<file path="config.mk">
export PLATFORM = sky130hd
export DESIGN_NAME = machine_function_output_controller_unit
export DESIGN_NICKNAME = d
export VERILOG_FILES = /design/src/mfoc_pkg.sv /design/src/machine_function_output_controller_unit.sv /design/src/mfoc_core.sv /design/src/mfoc_skid.sv
export SDC_FILE = /design/constraint.sdc
export NUM_CORES = 1
export LEC_CHECK = 0
export BUFFER_PORTS_ARGS = -buffer_cell sky130_fd_sc_hd__buf_2
export CAP_MARGIN = 20
export CORE_UTILIZATION = 56
export DETAILED_ROUTE_END_ITERATION = 7
export PLACE_DENSITY = 0.75
export SLEW_MARGIN = 30
export SYNTH_ARGS = -nofsm -noshare
export SYNTH_HDL_FRONTEND = slang
export SYNTH_SLANG_ARGS = --single-unit
</file>
<file path="constraint.sdc">
create_clock -name clk -period 8.1 [get_ports clk]
set_input_delay 0.405 -clock clk [delete_from_list [all_inputs] [get_ports clk]]
set_output_delay 0.405 -clock clk [all_outputs]
set_load 0.01 [all_outputs]
</file>
<file path="src/mfoc_pkg.sv">
// Shared types, constants and flag/drive functions for the machine function output controller.
package mfoc_pkg;

	localparam int NUM_OUTPUTS  = 6;
	localparam int NUM_SECTIONS = 16;
	localparam int WATCHDOG_MS  = 2000;

	localparam int FUNC_COUNT  = 21;
	localparam int MAP_W       = 30;
	localparam int LEVEL_W     = 6;
	localparam int SECTION_W   = 16;
	localparam int WD_W        = 12;
	localparam int ELAPSED_W   = 18;
	localparam int MS_PER_S    = 1000;
	localparam int CFG_INDEX_W = 3;

	localparam logic [SECTION_W-1:0] SECTION_MASK =
		SECTION_W'((32'd1 << NUM_SECTIONS) - 32'd1);
	localparam logic [ELAPSED_W-1:0] ELAPSED_MAX = '1;
	localparam logic [WD_W-1:0] WD_MAX = '1;
	localparam logic [WD_W-1:0] WD_LIMIT = WD_W'(WATCHDOG_MS);
	localparam logic [29:0] MAP_RESET = 30'd206703681;

	// function flag bit positions
	localparam int FN_HYD_UP     = 16;
	localparam int FN_HYD_DOWN   = 17;
	localparam int FN_TRAM_RIGHT = 18;
	localparam int FN_TRAM_LEFT  = 19;
	localparam int FN_GEO_STOP   = 20;

	localparam logic [7:0] HYD_OFF  = 8'h00;
	localparam logic [7:0] HYD_DOWN = 8'h01;
	localparam logic [7:0] HYD_UP   = 8'h02;

	typedef enum logic [1:0] {
		OP_TICK    = 2'd0,
		OP_MESSAGE = 2'd1,
		OP_REFRESH = 2'd2,
		OP_NONE    = 2'd3
	} opcode_t;

	typedef enum logic [CFG_INDEX_W-1:0] {
		CFG_RAISE_SECONDS  = 3'd0,
		CFG_LOWER_SECONDS  = 3'd1,
		CFG_HYD_ENABLE     = 3'd2,
		CFG_PIN_ACTIVE_HI  = 3'd3,
		CFG_OUTPUT_MAP     = 3'd4,
		CFG_VALVE_MODE     = 3'd5,
		CFG_SECTION_ACTIVE = 3'd6
	} cfg_index_t;

	typedef struct packed {
		opcode_t               opcode;
		logic                  link_up;
		logic                  length_ok;
		logic [7:0]            hyd_command;
		logic [7:0]            tram_byte;
		logic [7:0]            geo_byte;
		logic [SECTION_W-1:0]  section_bits;
	} item_t;

	typedef struct packed {
		logic [LEVEL_W-1:0]    pin_levels;
		logic                  outputs_written;
		logic [FUNC_COUNT-1:0] function_flags;
		logic [7:0]            hyd_active;
		logic                  watchdog_tripped;
	} result_t;

	function automatic logic [FUNC_COUNT-1:0] form_flags(
		input logic [SECTION_W-1:0] sections,
		input logic [7:0]           running,
		input logic [1:0]           tram,
		input logic                 geo
	);
		logic [FUNC_COUNT-1:0] f;
		f = '0;
		f[SECTION_W-1:0] = sections & SECTION_MASK;
		f[FN_HYD_UP]     = (running == HYD_UP);
		f[FN_HYD_DOWN]   = (running == HYD_DOWN);
		f[FN_TRAM_RIGHT] = tram[0];
		f[FN_TRAM_LEFT]  = tram[1];
		f[FN_GEO_STOP]   = geo;
		return f;
	endfunction

	// Unassigned outputs and valve outputs keep their previous level.
	function automatic logic [LEVEL_W-1:0] drive_levels(
		input logic [LEVEL_W-1:0]    levels,
		input logic [FUNC_COUNT-1:0] flags,
		input logic [MAP_W-1:0]      fmap,
		input logic                  valve,
		input logic                  active_high
	);
		logic [LEVEL_W-1:0] lv;
		logic [4:0]         fn;
		logic               s;
		lv = levels;
		for (int n = 0; n < LEVEL_W; n++) begin
			fn = fmap[5*n +: 5];
			s  = 1'b0;
			if (fn != 5'd0 && fn <= 5'(FUNC_COUNT))
				s = flags[fn - 5'd1];
			if (n < NUM_OUTPUTS && !(valve && (n == 4 || n == 5))
					&& fn != 5'd0 && fn <= 5'(FUNC_COUNT))
				lv[n] = active_high ? ~s : s;
		end
		return lv;
	endfunction

endpackage

</file>
<file path="src/machine_function_output_controller_unit.sv">
// Top level of the machine function output controller: input register, core, result buffer.
//
//  channel | direction | handshake            | payload
//  --------+-----------+----------------------+-----------------------------------------
//  in      | to block  | in_valid / in_ready  | opcode link_up length_ok hyd_command
//          |           |                      | tram_byte geo_byte section_bits
//  out     | from block| out_valid / out_ready| pin_levels outputs_written function_flags
//          |           |                      | hyd_active watchdog_tripped
//  cfg     | to block  | cfg_wr_en            | cfg_index cfg_data
//
// One transaction per cycle unless out_ready stalls; input and result are each registered.
// Each item is resolved by combinational logic between the input register and the core state.
// The two-entry result buffer keeps input accepting while one result waits on out_ready.
// Reset (arst_n low) empties both stages and loads register and state reset values.
module machine_function_output_controller_unit (
	input  logic                             clk,
	input  logic                             arst_n,
	input  logic                             cfg_wr_en,
	input  logic [mfoc_pkg::CFG_INDEX_W-1:0] cfg_index,
	input  logic [mfoc_pkg::MAP_W-1:0]       cfg_data,
	input  logic                             in_valid,
	output logic                             in_ready,
	input  logic [1:0]                       opcode,
	input  logic                             link_up,
	input  logic                             length_ok,
	input  logic [7:0]                       hyd_command,
	input  logic [7:0]                       tram_byte,
	input  logic [7:0]                       geo_byte,
	input  logic [mfoc_pkg::SECTION_W-1:0]   section_bits,
	output logic                             out_valid,
	input  logic                             out_ready,
	output logic [mfoc_pkg::LEVEL_W-1:0]     pin_levels,
	output logic                             outputs_written,
	output logic [mfoc_pkg::FUNC_COUNT-1:0]  function_flags,
	output logic [7:0]                       hyd_active,
	output logic                             watchdog_tripped
);
	import mfoc_pkg::*;

	item_t   item_s1;
	logic    valid_s1;
	logic    adv, buf_ready, in_fire;
	result_t core_result, out_result;

	assign adv      = valid_s1 && buf_ready;
	assign in_ready = !valid_s1 || buf_ready;
	assign in_fire  = in_valid && in_ready;

	always_ff @(posedge clk or negedge arst_n) begin
		if (!arst_n) begin
			valid_s1 <= 1'b0;
		end else begin
			valid_s1 <= in_fire || (valid_s1 && !adv);
		end
	end

	always_ff @(posedge clk) begin
		if (in_fire) begin
			item_s1.opcode       <= opcode_t'(opcode);
			item_s1.link_up      <= link_up;
			item_s1.length_ok    <= length_ok;
			item_s1.hyd_command  <= hyd_command;
			item_s1.tram_byte    <= tram_byte;
			item_s1.geo_byte     <= geo_byte;
			item_s1.section_bits <= section_bits;
		end
	end

	mfoc_core u_core (
		.clk       (clk),
		.arst_n    (arst_n),
		.cfg_wr_en (cfg_wr_en),
		.cfg_index (cfg_index),
		.cfg_data  (cfg_data),
		.adv       (adv),
		.item      (item_s1),
		.result    (core_result)
	);

	mfoc_skid u_skid (
		.clk        (clk),
		.arst_n     (arst_n),
		.push       (adv),
		.push_data  (core_result),
		.push_ready (buf_ready),
		.out_valid  (out_valid),
		.out_ready  (out_ready),
		.out_data   (out_result)
	);

	assign pin_levels       = out_result.pin_levels;
	assign outputs_written  = out_result.outputs_written;
	assign function_flags   = out_result.function_flags;
	assign hyd_active       = out_result.hyd_active;
	assign watchdog_tripped = out_result.watchdog_tripped;

endmodule

</file>
<file path="src/mfoc_core.sv">
// Configuration registers, controller state and the single-pass next-state logic.
module mfoc_core (
	input  logic                          clk,
	input  logic                          arst_n,
	input  logic                          cfg_wr_en,
	input  logic [mfoc_pkg::CFG_INDEX_W-1:0] cfg_index,
	input  logic [mfoc_pkg::MAP_W-1:0]    cfg_data,
	input  logic                          adv,
	input  mfoc_pkg::item_t               item,
	output mfoc_pkg::result_t             result
);
	import mfoc_pkg::*;

	logic [7:0]            raise_q, lower_q;
	logic                  hyd_en_q, active_high_q, valve_q, sect_active_q;
	logic [MAP_W-1:0]      fmap_q;

	logic                  link_was_up_q, armed_q;
	logic [WD_W-1:0]       wd_ms_q;
	logic [7:0]            running_q, last_cmd_q;
	logic                  timing_q;
	logic [ELAPSED_W-1:0]  elapsed_q;
	logic [SECTION_W-1:0]  section_q;
	logic [1:0]            tram_q;
	logic                  geo_q;
	logic [FUNC_COUNT-1:0] func_q;
	logic [LEVEL_W-1:0]    level_q;

	logic                  link_was_up_d, armed_d;
	logic [WD_W-1:0]       wd_ms_d;
	logic [7:0]            running_d, last_cmd_d;
	logic                  timing_d;
	logic [ELAPSED_W-1:0]  elapsed_d;
	logic [SECTION_W-1:0]  section_d;
	logic [1:0]            tram_d;
	logic                  geo_d;
	logic [FUNC_COUNT-1:0] func_d;
	logic [LEVEL_W-1:0]    level_d;
	logic                  written_d, tripped_d;
	logic [7:0]            secs_max;
	logic [ELAPSED_W-1:0]  limit_ms;

	always_ff @(posedge clk or negedge arst_n) begin
		if (!arst_n) begin
			raise_q       <= '0;
			lower_q       <= '0;
			hyd_en_q      <= 1'b0;
			active_high_q <= 1'b1;
			fmap_q        <= MAP_RESET;
			valve_q       <= 1'b0;
			sect_active_q <= 1'b1;
		end else if (cfg_wr_en) begin
			unique case (cfg_index)
				CFG_RAISE_SECONDS:  raise_q       <= cfg_data[7:0];
				CFG_LOWER_SECONDS:  lower_q       <= cfg_data[7:0];
				CFG_HYD_ENABLE:     hyd_en_q      <= cfg_data[0];
				CFG_PIN_ACTIVE_HI:  active_high_q <= cfg_data[0];
				CFG_OUTPUT_MAP:     fmap_q        <= cfg_data;
				CFG_VALVE_MODE:     valve_q       <= cfg_data[0];
				CFG_SECTION_ACTIVE: sect_active_q <= cfg_data[0];
				default: ;
			endcase
		end
	end

	always_comb begin
		link_was_up_d = link_was_up_q;
		armed_d       = armed_q;
		wd_ms_d       = wd_ms_q;
		running_d     = running_q;
		last_cmd_d    = last_cmd_q;
		timing_d      = timing_q;
		elapsed_d     = elapsed_q;
		section_d     = section_q;
		tram_d        = tram_q;
		geo_d         = geo_q;
		func_d        = func_q;
		level_d       = level_q;
		written_d     = 1'b0;
		tripped_d     = 1'b0;
		secs_max      = (running_q == HYD_UP) ? raise_q : lower_q;
		limit_ms      = ELAPSED_W'(secs_max) * ELAPSED_W'(MS_PER_S);

		unique case (item.opcode)
			OP_TICK: begin
				// link fall or watchdog: clear everything, keep the last command
				if (link_was_up_q && !item.link_up) begin
					func_d    = '0;
					section_d = '0;
					running_d = HYD_OFF;
					timing_d  = 1'b0;
					elapsed_d = '0;
					tram_d    = '0;
					geo_d     = 1'b0;
					level_d   = drive_levels(level_q, '0, fmap_q, valve_q, active_high_q);
					armed_d   = 1'b0;
					wd_ms_d   = '0;
					written_d = 1'b1;
				end
				link_was_up_d = item.link_up;
				if (armed_d) begin
					if (wd_ms_d != WD_MAX)
						wd_ms_d = wd_ms_d + 1'b1;
					if (wd_ms_d > WD_LIMIT) begin
						func_d    = '0;
						section_d = '0;
						running_d = HYD_OFF;
						timing_d  = 1'b0;
						elapsed_d = '0;
						tram_d    = '0;
						geo_d     = 1'b0;
						level_d   = drive_levels(level_q, '0, fmap_q, valve_q, active_high_q);
						armed_d   = 1'b0;
						wd_ms_d   = '0;
						written_d = 1'b1;
						tripped_d = 1'b1;
					end
				end
				if (timing_d && elapsed_d != ELAPSED_MAX)
					elapsed_d = elapsed_d + 1'b1;
				// timing_d still set means no clear happened, so running_q is current
				if (hyd_en_q && running_d != HYD_OFF && timing_d && elapsed_d > limit_ms) begin
					running_d = HYD_OFF;
					timing_d  = 1'b0;
					elapsed_d = '0;
					func_d    = form_flags(section_d, HYD_OFF, tram_d, geo_d);
					level_d   = drive_levels(level_q, func_d, fmap_q, valve_q, active_high_q);
					written_d = 1'b1;
				end
			end
			OP_MESSAGE: begin
				if (item.length_ok) begin
					armed_d = 1'b1;
					wd_ms_d = '0;
					if (hyd_en_q && item.hyd_command != last_cmd_q) begin
						running_d  = item.hyd_command;
						timing_d   = (item.hyd_command != HYD_OFF);
						elapsed_d  = '0;
						last_cmd_d = item.hyd_command;
					end
					tram_d    = item.tram_byte[1:0];
					geo_d     = (item.geo_byte != 8'd0);
					section_d = sect_active_q ? (item.section_bits & SECTION_MASK) : '0;
					func_d    = form_flags(section_d, running_d, tram_d, geo_d);
					if (func_d != func_q) begin
						level_d   = drive_levels(level_q, func_d, fmap_q, valve_q,
							active_high_q);
						written_d = 1'b1;
					end
				end
			end
			OP_REFRESH: begin
				level_d   = drive_levels(level_q, func_q, fmap_q, valve_q, active_high_q);
				written_d = 1'b1;
			end
			OP_NONE: ;
		endcase
	end

	always_ff @(posedge clk or negedge arst_n) begin
		if (!arst_n) begin
			link_was_up_q <= 1'b1;
			armed_q       <= 1'b0;
			wd_ms_q       <= '0;
			running_q     <= '0;
			last_cmd_q    <= '0;
			timing_q      <= 1'b0;
			elapsed_q     <= '0;
			section_q     <= '0;
			tram_q        <= '0;
			geo_q         <= 1'b0;
			func_q        <= '0;
			level_q       <= '0;
		end else if (adv) begin
			link_was_up_q <= link_was_up_d;
			armed_q       <= armed_d;
			wd_ms_q       <= wd_ms_d;
			running_q     <= running_d;
			last_cmd_q    <= last_cmd_d;
			timing_q      <= timing_d;
			elapsed_q     <= elapsed_d;
			section_q     <= section_d;
			tram_q        <= tram_d;
			geo_q         <= geo_d;
			func_q        <= func_d;
			level_q       <= level_d;
		end
	end

	assign result.pin_levels       = level_d;
	assign result.outputs_written  = written_d;
	assign result.function_flags   = func_d;
	assign result.hyd_active       = running_d;
	assign result.watchdog_tripped = tripped_d;

	a_trip_clears: assert property (@(posedge clk) disable iff (!arst_n)
		adv && tripped_d |=> func_q == '0 && !armed_q && running_q == HYD_OFF)
		else $error("watchdog trip did not clear the controller state");

	a_idle_elapsed: assert property (@(posedge clk) disable iff (!arst_n)
		!timing_q |-> elapsed_q == '0)
		else $error("hydraulic elapsed count nonzero while not timing");

	a_hyd_exclusive: assert property (@(posedge clk) disable iff (!arst_n)
		!(func_q[FN_HYD_UP] && func_q[FN_HYD_DOWN]))
		else $error("hydraulic up and down flags both set");

	a_wd_bound: assert property (@(posedge clk) disable iff (!arst_n)
		wd_ms_q <= WD_LIMIT && (armed_q || wd_ms_q == '0))
		else $error("watchdog count out of range");

endmodule

</file>
<file path="src/mfoc_skid.sv">
// Two-entry result buffer: output register plus skid register.
module mfoc_skid (
	input  logic                clk,
	input  logic                arst_n,
	input  logic                push,
	input  mfoc_pkg::result_t   push_data,
	output logic                push_ready,
	output logic                out_valid,
	input  logic                out_ready,
	output mfoc_pkg::result_t   out_data
);
	import mfoc_pkg::*;

	result_t out_q, skid_q;
	logic    out_valid_q, skid_valid_q;
	logic    pop;

	assign pop        = out_valid_q && out_ready;
	assign push_ready = !skid_valid_q;
	assign out_valid  = out_valid_q;
	assign out_data   = out_q;

	always_ff @(posedge clk or negedge arst_n) begin
		if (!arst_n) begin
			out_valid_q  <= 1'b0;
			skid_valid_q <= 1'b0;
		end else if (!out_valid_q || pop) begin
			out_valid_q  <= skid_valid_q || push;
			skid_valid_q <= 1'b0;
		end else if (push) begin
			skid_valid_q <= 1'b1;
		end
	end

	// payload: refill output from skid first, else park a new transaction in skid
	always_ff @(posedge clk) begin
		if (!out_valid_q || pop) begin
			out_q <= skid_valid_q ? skid_q : push_data;
		end else if (push) begin
			skid_q <= push_data;
		end
	end

endmodule

</file>
==> results of run 1 <==
-- stage by stage --
stage	power (mW)	util (%)	setup slack [ns]	area [µm²]	setup TNS [ns]
6_report	8.24	65.5	0.142	20100	0
5_1_grt	8.85	65.5	-0.201	20100	-6.93
4_1_cts	7.65	64.2	0.00152	19700	0
3_5_place_dp	6.21	60.7	-0.285	18700	-13.42
3_3_place_gp	6.05	60.7	-0.0775	18700	-1.09
2_1_floorplan	5.06	-	0.390	17600	0
-- kinds of logic after synthesis --
kind of cell / Yosys count / share of synthesized area [%]
AOI/OAI and AO/OA: 374 / 14.8
xor gates and xnor gates: 78 / 3.88
adders and majority gates: 86 / 7.04
buffers and inverters: 193 / 4.36
DFF: 260 / 40.2
muxes: 188 / 17.4
and+or+nand+nor: 441 / 12.4
-- sequential cells by signal (all words and copies together) (netlist names), 2 cells and up --
name,cells
u_core.fmap_q,30
u_core.tram_q,2
u_core.running_q,8
u_core.level_q,6
u_skid.out_data,37
u_core.section_q,16
u_core.wd_ms_q,12
u_core.raise_q,8
u_core.lower_q,8
u_core.elapsed_q,18
u_core.last_cmd_q,8
item_s1,38
u_skid.skid_q,37
u_core.func_q,21
-- worst paths after layout --
path                                       from              endpoint  cells past startpoint
min                            section_bits[15]           item_s1[15]                      1
min reg2reg                u_core.link_was_up_q  u_core.link_was_up_q                      2
max                         u_core.running_q[4]   u_skid.out_data[24]                     33
max in group asynchronous                arst_n     u_core.fmap_q[15]                      3
max reg2reg                 u_core.running_q[4]   u_skid.out_data[24]                     33
min in group asynchronous                arst_n   u_core.running_q[6]                      2
-- repair_timing --
item | in CTS | in global routing
endpoints found under the setup margin | 113 | 119
pin swaps | 14 | 43
gates resized for setup | 16 | 67
endpoints found under the hold margin | 81 | 0
buffers inserted | 6 | 13
hold buffers | 1 | 0
-- layout make-up --
type	count	area (µm²)	share of cell area, %
multi-input combinational	1167	10100	50.3
inverter	81	307	1.52
timing repair buffer	185	1180	5.86
clock buffer	35	746	3.70
tap	396	495	2.46
clock inverter	14	201	1.00
sequential	260	7080	35.2
-- report_power, final --
group          switching [mW]  leakage (nW)  internal (mW)  total (mW)
logic                    2.50          4.81           2.35        4.84
registers               0.414          2.96           1.66        2.07
clock network           0.523         0.469          0.807        1.33
-- worst max-delay path, delay by kind of cell (launching register included) --
family / cells / cell delay, ns
flops: 1 / 0.43
fa+ha+maj: 6 / 2.44
buf+inv: 7 / 0.84
simple gates: 9 / 2.01
compound gates: 8 / 1.23
mux: 2 / 0.61
xor+xnor: 1 / 0.15
-- layout by cell type (no fill, tap or decap), types with 9 or more instances in the layout --
cell type    n
clkbuf_16   27
o21ai_0     84
edfxtp_1   112
xor2_1      29
nor4_1      11
fa_1        22
a22oi_1     18
nand2b_1    15
buf_4       61
dfstp_2     12
a22o_1      37
mux2i_1     16
dfrtp_1    136
a21oi_1     53
ha_1        60
nor2_1      92
a21oi_2      9
nand2_1    152
a21o_1       9
nor3_1      18
a31oi_1     15
mux4_2      85
nand3_1     29
inv_1       71
nand4_1     10
mux2_2      75
nor3b_1     19
o22a_1      20
o22ai_1     10
o31ai_1     10
and3_1      14
buf_2      113
nor2b_1     13
xnor2_1     48
-- routing by layer --
metal	vias up	share of wire [%]	global-route usage, %	wire, µm
met5	-	0	0	0
met4	0	3.1	9.77	1490
met3	122	10	7.72	5060
met2	701	45	46.4	21800
met1	6912	41	42.6	19900
li1	6282	-	-	-
==> impl_metrics.py, run 1 <==
metrics = {
    "synthesis": {
        "yosysUniqueCellTypes": 87,
        "synth_area_um2": 17600,
        "synth_area_leaders": "dfrtp_1 19%, edfxtp_1 19%, mux4_2 11%",
        "synth_top_area_share_pct": 19.3,
        "netlist_instances": 1620,
        "async_flop_share_pct": 56.9,
        "ys_warn_count": 0,
        "synth_top_cell_by_area": "dfrtp_1",
        "yosysMostFrequentCell": "nand2_1",
        "synth_nets": 1788,
        "synth.avg_cell_area_um2": 10.9,
        "synth_seq_cells": 260,
        "synth_edf_count": 112,
        "yosysSeqAreaShare_pct": 40.2,
        "synth_ff_type": "dfrtp_1",
        "synthTopCellsByCount": "158 x nand2_1, 136 x dfrtp_1, 112 x edfxtp_1",
    },
    "floorplanning": {
        "num_rows": 64,
        "pin_count": 121,
        "fp.dieW_um": 179,
        "start_util_pct": 57.3,
        "core-area_um2": 30700,
        "die_h_um": 179,
        "die_area_um2": 32200,
    },
    "sta": {
        "report.final.setup_viol": 0,
        "final_max_slew_viol_count": 0,
        "final_hold_viol_count": 0,
        "worst_pin_slew_ns": 0.993,
        "min_period_ns": 7.96,
        "rsz0062_at_grt": "true",
        "slew_headroom_pct": 33.7,
        "fmax_ghz": 0.126,
        "finClkSkew_ns": 0.0103,
        "period_share_pct": 98.2,
        "hold_ws_ns": 0.0346,
    },
    "final_layout": {
        "diodes": 0,
        "layout-drive-gt1-share_pct": 28.0,
        "area_delta_synth_final_pct": 14.3,
        "final_nets": 1890,
        "nFillCells": 2396,
        "finalNonFillerCells": 2138,
    },
    "setup_path": {
        "startpoint_type": "flop",
        "arrival_ns": 8.25,
        "cp.required_ns": 8.39,
        "max_stage_delay_ns": 0.63,
        "critPathCaptureType": "flop",
        "path_common_cell": "fa_1",
        "reg2reg_slack_ns": 0.14,
        "path_class": "reg2reg",
        "slowest_stage": "or4_4",
        "crit_fanout": 20,
    },
    "routing": {
        "detail_route.wl_per_cell_um": 22.6,
        "ant_nets": 0,
        "vias_per_cell": 6.56,
        "vias": 14000,
        "dr.pass1.iters": 7,
        "drt_iter0_drc": 1277,
        "drc_errors": 0,
        "drt_wl_total_um": 48200,
    },
    "pwr": {
        "peakVddDrop_mv": 0.536,
        "cellPowerDensity_nw_per_um2": 410,
        "leakagePower_nw": 8.24,
    },
    "placement": {
        "dp_hpwl_um": 34200,
        "port_buffers": 114,
        "place.gp.congestion": 1.00,
        "placed_cells": 2068,
    },
    "run": {
        "maxCapViolCount": 0,
    },
    "clock_tree": {
        "insertion_delay_ns": 0.54,
        "cts_tree": "yes",
        "clock_path_buffers": 3,
        "clkSlewWorstSetupHoldPaths_ns": 0.06,
        "h-tree-depth": 1,
        "clkSinkCount": 260,
        "cts-root-buf": "clkbuf_16",
        "cts_made_buffers": 27,
    },
    "grt": {
        "grt_pass1_wl_um": 74700,
        "antenna_found_initial": 0,
        "grt_usage_pct": 30.4,
        "grt_max_degree": 83,
        "grt_pass1_vias": 13500,
        "grt.overflow.total": 0,
    },
    "min_path": {
        "hold_path_class": "in2reg",
    },
    "status": {
        "outcome": "finished clean",
    },
}
No activity file was read; power rests on OpenSTA's default activity.
==> run 2: changes to the inputs <==
- RECOVER_POWER: default -> 50
==> impl_metrics.py, run 2 (same netlist as run 1, synthesis figures left out) <==
metrics = {
    "sta": {
        "final_hold_viol_count": 0,
        "min_period_ns": 7.95,
        "fmax_ghz": 0.126,
        "timing.final.ws_setup_ns": 0.149,
        "hold_ws_ns": 0.0364,
        "period_share_pct": 98.2,
        "final_max_slew_viol_count": 210,
        "worst_pin_slew_ns": 4.60,
        "report.final.setup_viol": 0,
        "slew_headroom_pct": -207,
        "tns_ns": 0,
        "rsz0062_at_grt": "true",
        "finClkSkew_ns": 0.00936,
    },
    "final_layout": {
        "final_cell_mix": "152 x nand2_1, 136 x dfrtp_1, 112 x edfxtp_1",
        "fin_area_um2": 20000,
        "diodes": 0,
        "layout-drive-gt1-share_pct": 25.2,
        "largest_reg_flops": 38,
        "area_delta_synth_final_pct": 13.8,
        "final_nets": 1890,
        "post-route-util_pct": 65.2,
        "nFillCells": 2406,
        "final_common_cell": "nand2_1",
        "regMostFlops": "item_s1",
        "finalNonFillerCells": 2138,
    },
    "setup_path": {
        "r2r_cells": 32,
        "startpoint": "u_core.running_q[4]",
        "crit_fanout": 20,
        "arrival_ns": 8.24,
        "max_stage_delay_ns": 0.62,
        "path_class": "reg2reg",
        "endpoint": "u_skid.out_data[18]",
        "reg2reg_slack_ns": 0.15,
        "crit_family": "adder cells",
        "slowest_stage": "or4_4",
        "cp.required_ns": 8.39,
        "crit_buf_inv": 7,
        "critPathCaptureType": "flop",
        "rr_endpoint": "u_skid.out_data[18]",
        "startpoint_type": "flop",
        "cp_num_cells": 32,
        "reg2reg_from": "u_core.running_q[4]",
        "path_common_cell": "fa_1",
    },
    "routing": {
        "drc_errors": 18,
        "vias_per_cell": 6.54,
        "vias": 14000,
        "dr.pass1.iters": 8,
        "drt_wl_total_um": 48300,
        "drt_iter0_drc": 1414,
        "ant_nets": 0,
        "detail_route.wl_per_cell_um": 22.6,
    },
    "grt": {
        "grt_pass1_wl_um": 74700,
        "grt_usage_pct": 30.4,
        "grt.overflow.total": 0,
        "grt_max_degree": 83,
        "grt_pass1_vias": 13500,
        "antenna_found_initial": 0,
    },
    "status": {
        "failed_checks": "DRC, capacitance limit, slew limit",
        "outcome": "complete, but fails checks",
    },
    "pwr": {
        "total_power_mw": 8.24,
        "leakagePower_nw": 8.10,
        "cellPowerDensity_nw_per_um2": 411,
        "peakVddDrop_mv": 0.536,
    },
    "clock_tree": {
        "cts_tree": "yes",
        "clkSlewWorstSetupHoldPaths_ns": 0.06,
        "cts-root-buf": "clkbuf_16",
        "cts_made_buffers": 27,
        "clkSinkCount": 260,
        "insertion_delay_ns": 0.54,
        "clock_path_buffers": 3,
        "h-tree-depth": 1,
    },
    "floorplanning": {
        "fp.dieW_um": 179,
        "start_util_pct": 57.3,
        "die_area_um2": 32200,
        "num_rows": 64,
        "pin_count": 121,
        "core-area_um2": 30700,
        "die_h_um": 179,
    },
    "placement": {
        "place.gp.congestion": 1.00,
        "pre_cts_ws_ns": -0.285,
        "place_area_um2": 18700,
        "placed_cells": 2068,
        "dp_hpwl_um": 34200,
        "port_buffers": 114,
    },
    "run": {
        "maxCapViolCount": 4,
    },
    "min_path": {
        "hold_path_class": "in2reg",
    },
}
[run 2: cell types whose count changed in the layout (fill, tap and decap cells not counted), sizes merged]
| cell | change |
|---|---|
| clkbuf | +41 |
| buf | -41 |
[run 2: worst reg2reg max path, delay by kind of cell, from the launching register on]
kind | cells | cell delay (ns)
AND/OR/NAND/NOR | 8 | 1.88
multiplexers | 2 | 0.61
AO/OA/AOI/OAI | 8 | 1.37
buffers and inverters | 7 | 0.84
flip-flops | 1 | 0.43
XOR/XNOR | 1 | 0.15
adder cells (fa/ha/maj) | 6 | 2.44
[run 2: layout make-up]
class	instances	area, µm²	area share [%]
clock inverter	14	201	1.00
inverter	81	307	1.53
sequential	260	7080	35.3
tap	396	495	2.47
clock buffer	35	746	3.72
timing repair buffer	185	1120	5.59
multi-input combinational	1167	10100	50.4
[run 2: power by group]
part           leakage, nW  internal (mW)  switching [mW]
registers             2.96           1.66           0.415
logic                 4.67           2.33            2.50
clock network        0.469          0.807           0.525
total                 8.10           4.80            3.44
[run 2: routing by layer]
metal | vias up | part of all wire, % | GRT usage, % | routed length [µm]
li1 | 6276 | - | - | -
met1 | 6899 | 41 | 42.6 | 20000
met2 | 698 | 45 | 46.4 | 21700
met3 | 115 | 11 | 7.72 | 5140
met4 | 0 | 3.0 | 9.77 | 1430
met5 | - | 0 | 0 | 0
[run 2: repair_timing]
action	in CTS	in global routing
buffers inserted	6	13
setup endpoints to repair	113	119
hold buffers	1	0
pin swaps	14	43
hold endpoints to repair	81	0
resized for setup	16	67
[run 2: how the worst min path moves through the flow]
stage / startpoint / to / slack, ns / cells past startpoint
CTS: hyd_command[5] / item_s1[37] / 0.02 / 1
floorplan: arst_n / u_core.armed_q / 0.11 / 0
finish: section_bits[15] / item_s1[15] / 0.04 / 1
detailed placement: u_core.link_was_up_q / u_core.link_was_up_q / 0.46 / 2
global placement: u_core.link_was_up_q / u_core.link_was_up_q / 0.45 / 2
global route: section_bits[15] / item_s1[15] / 0.02 / 1
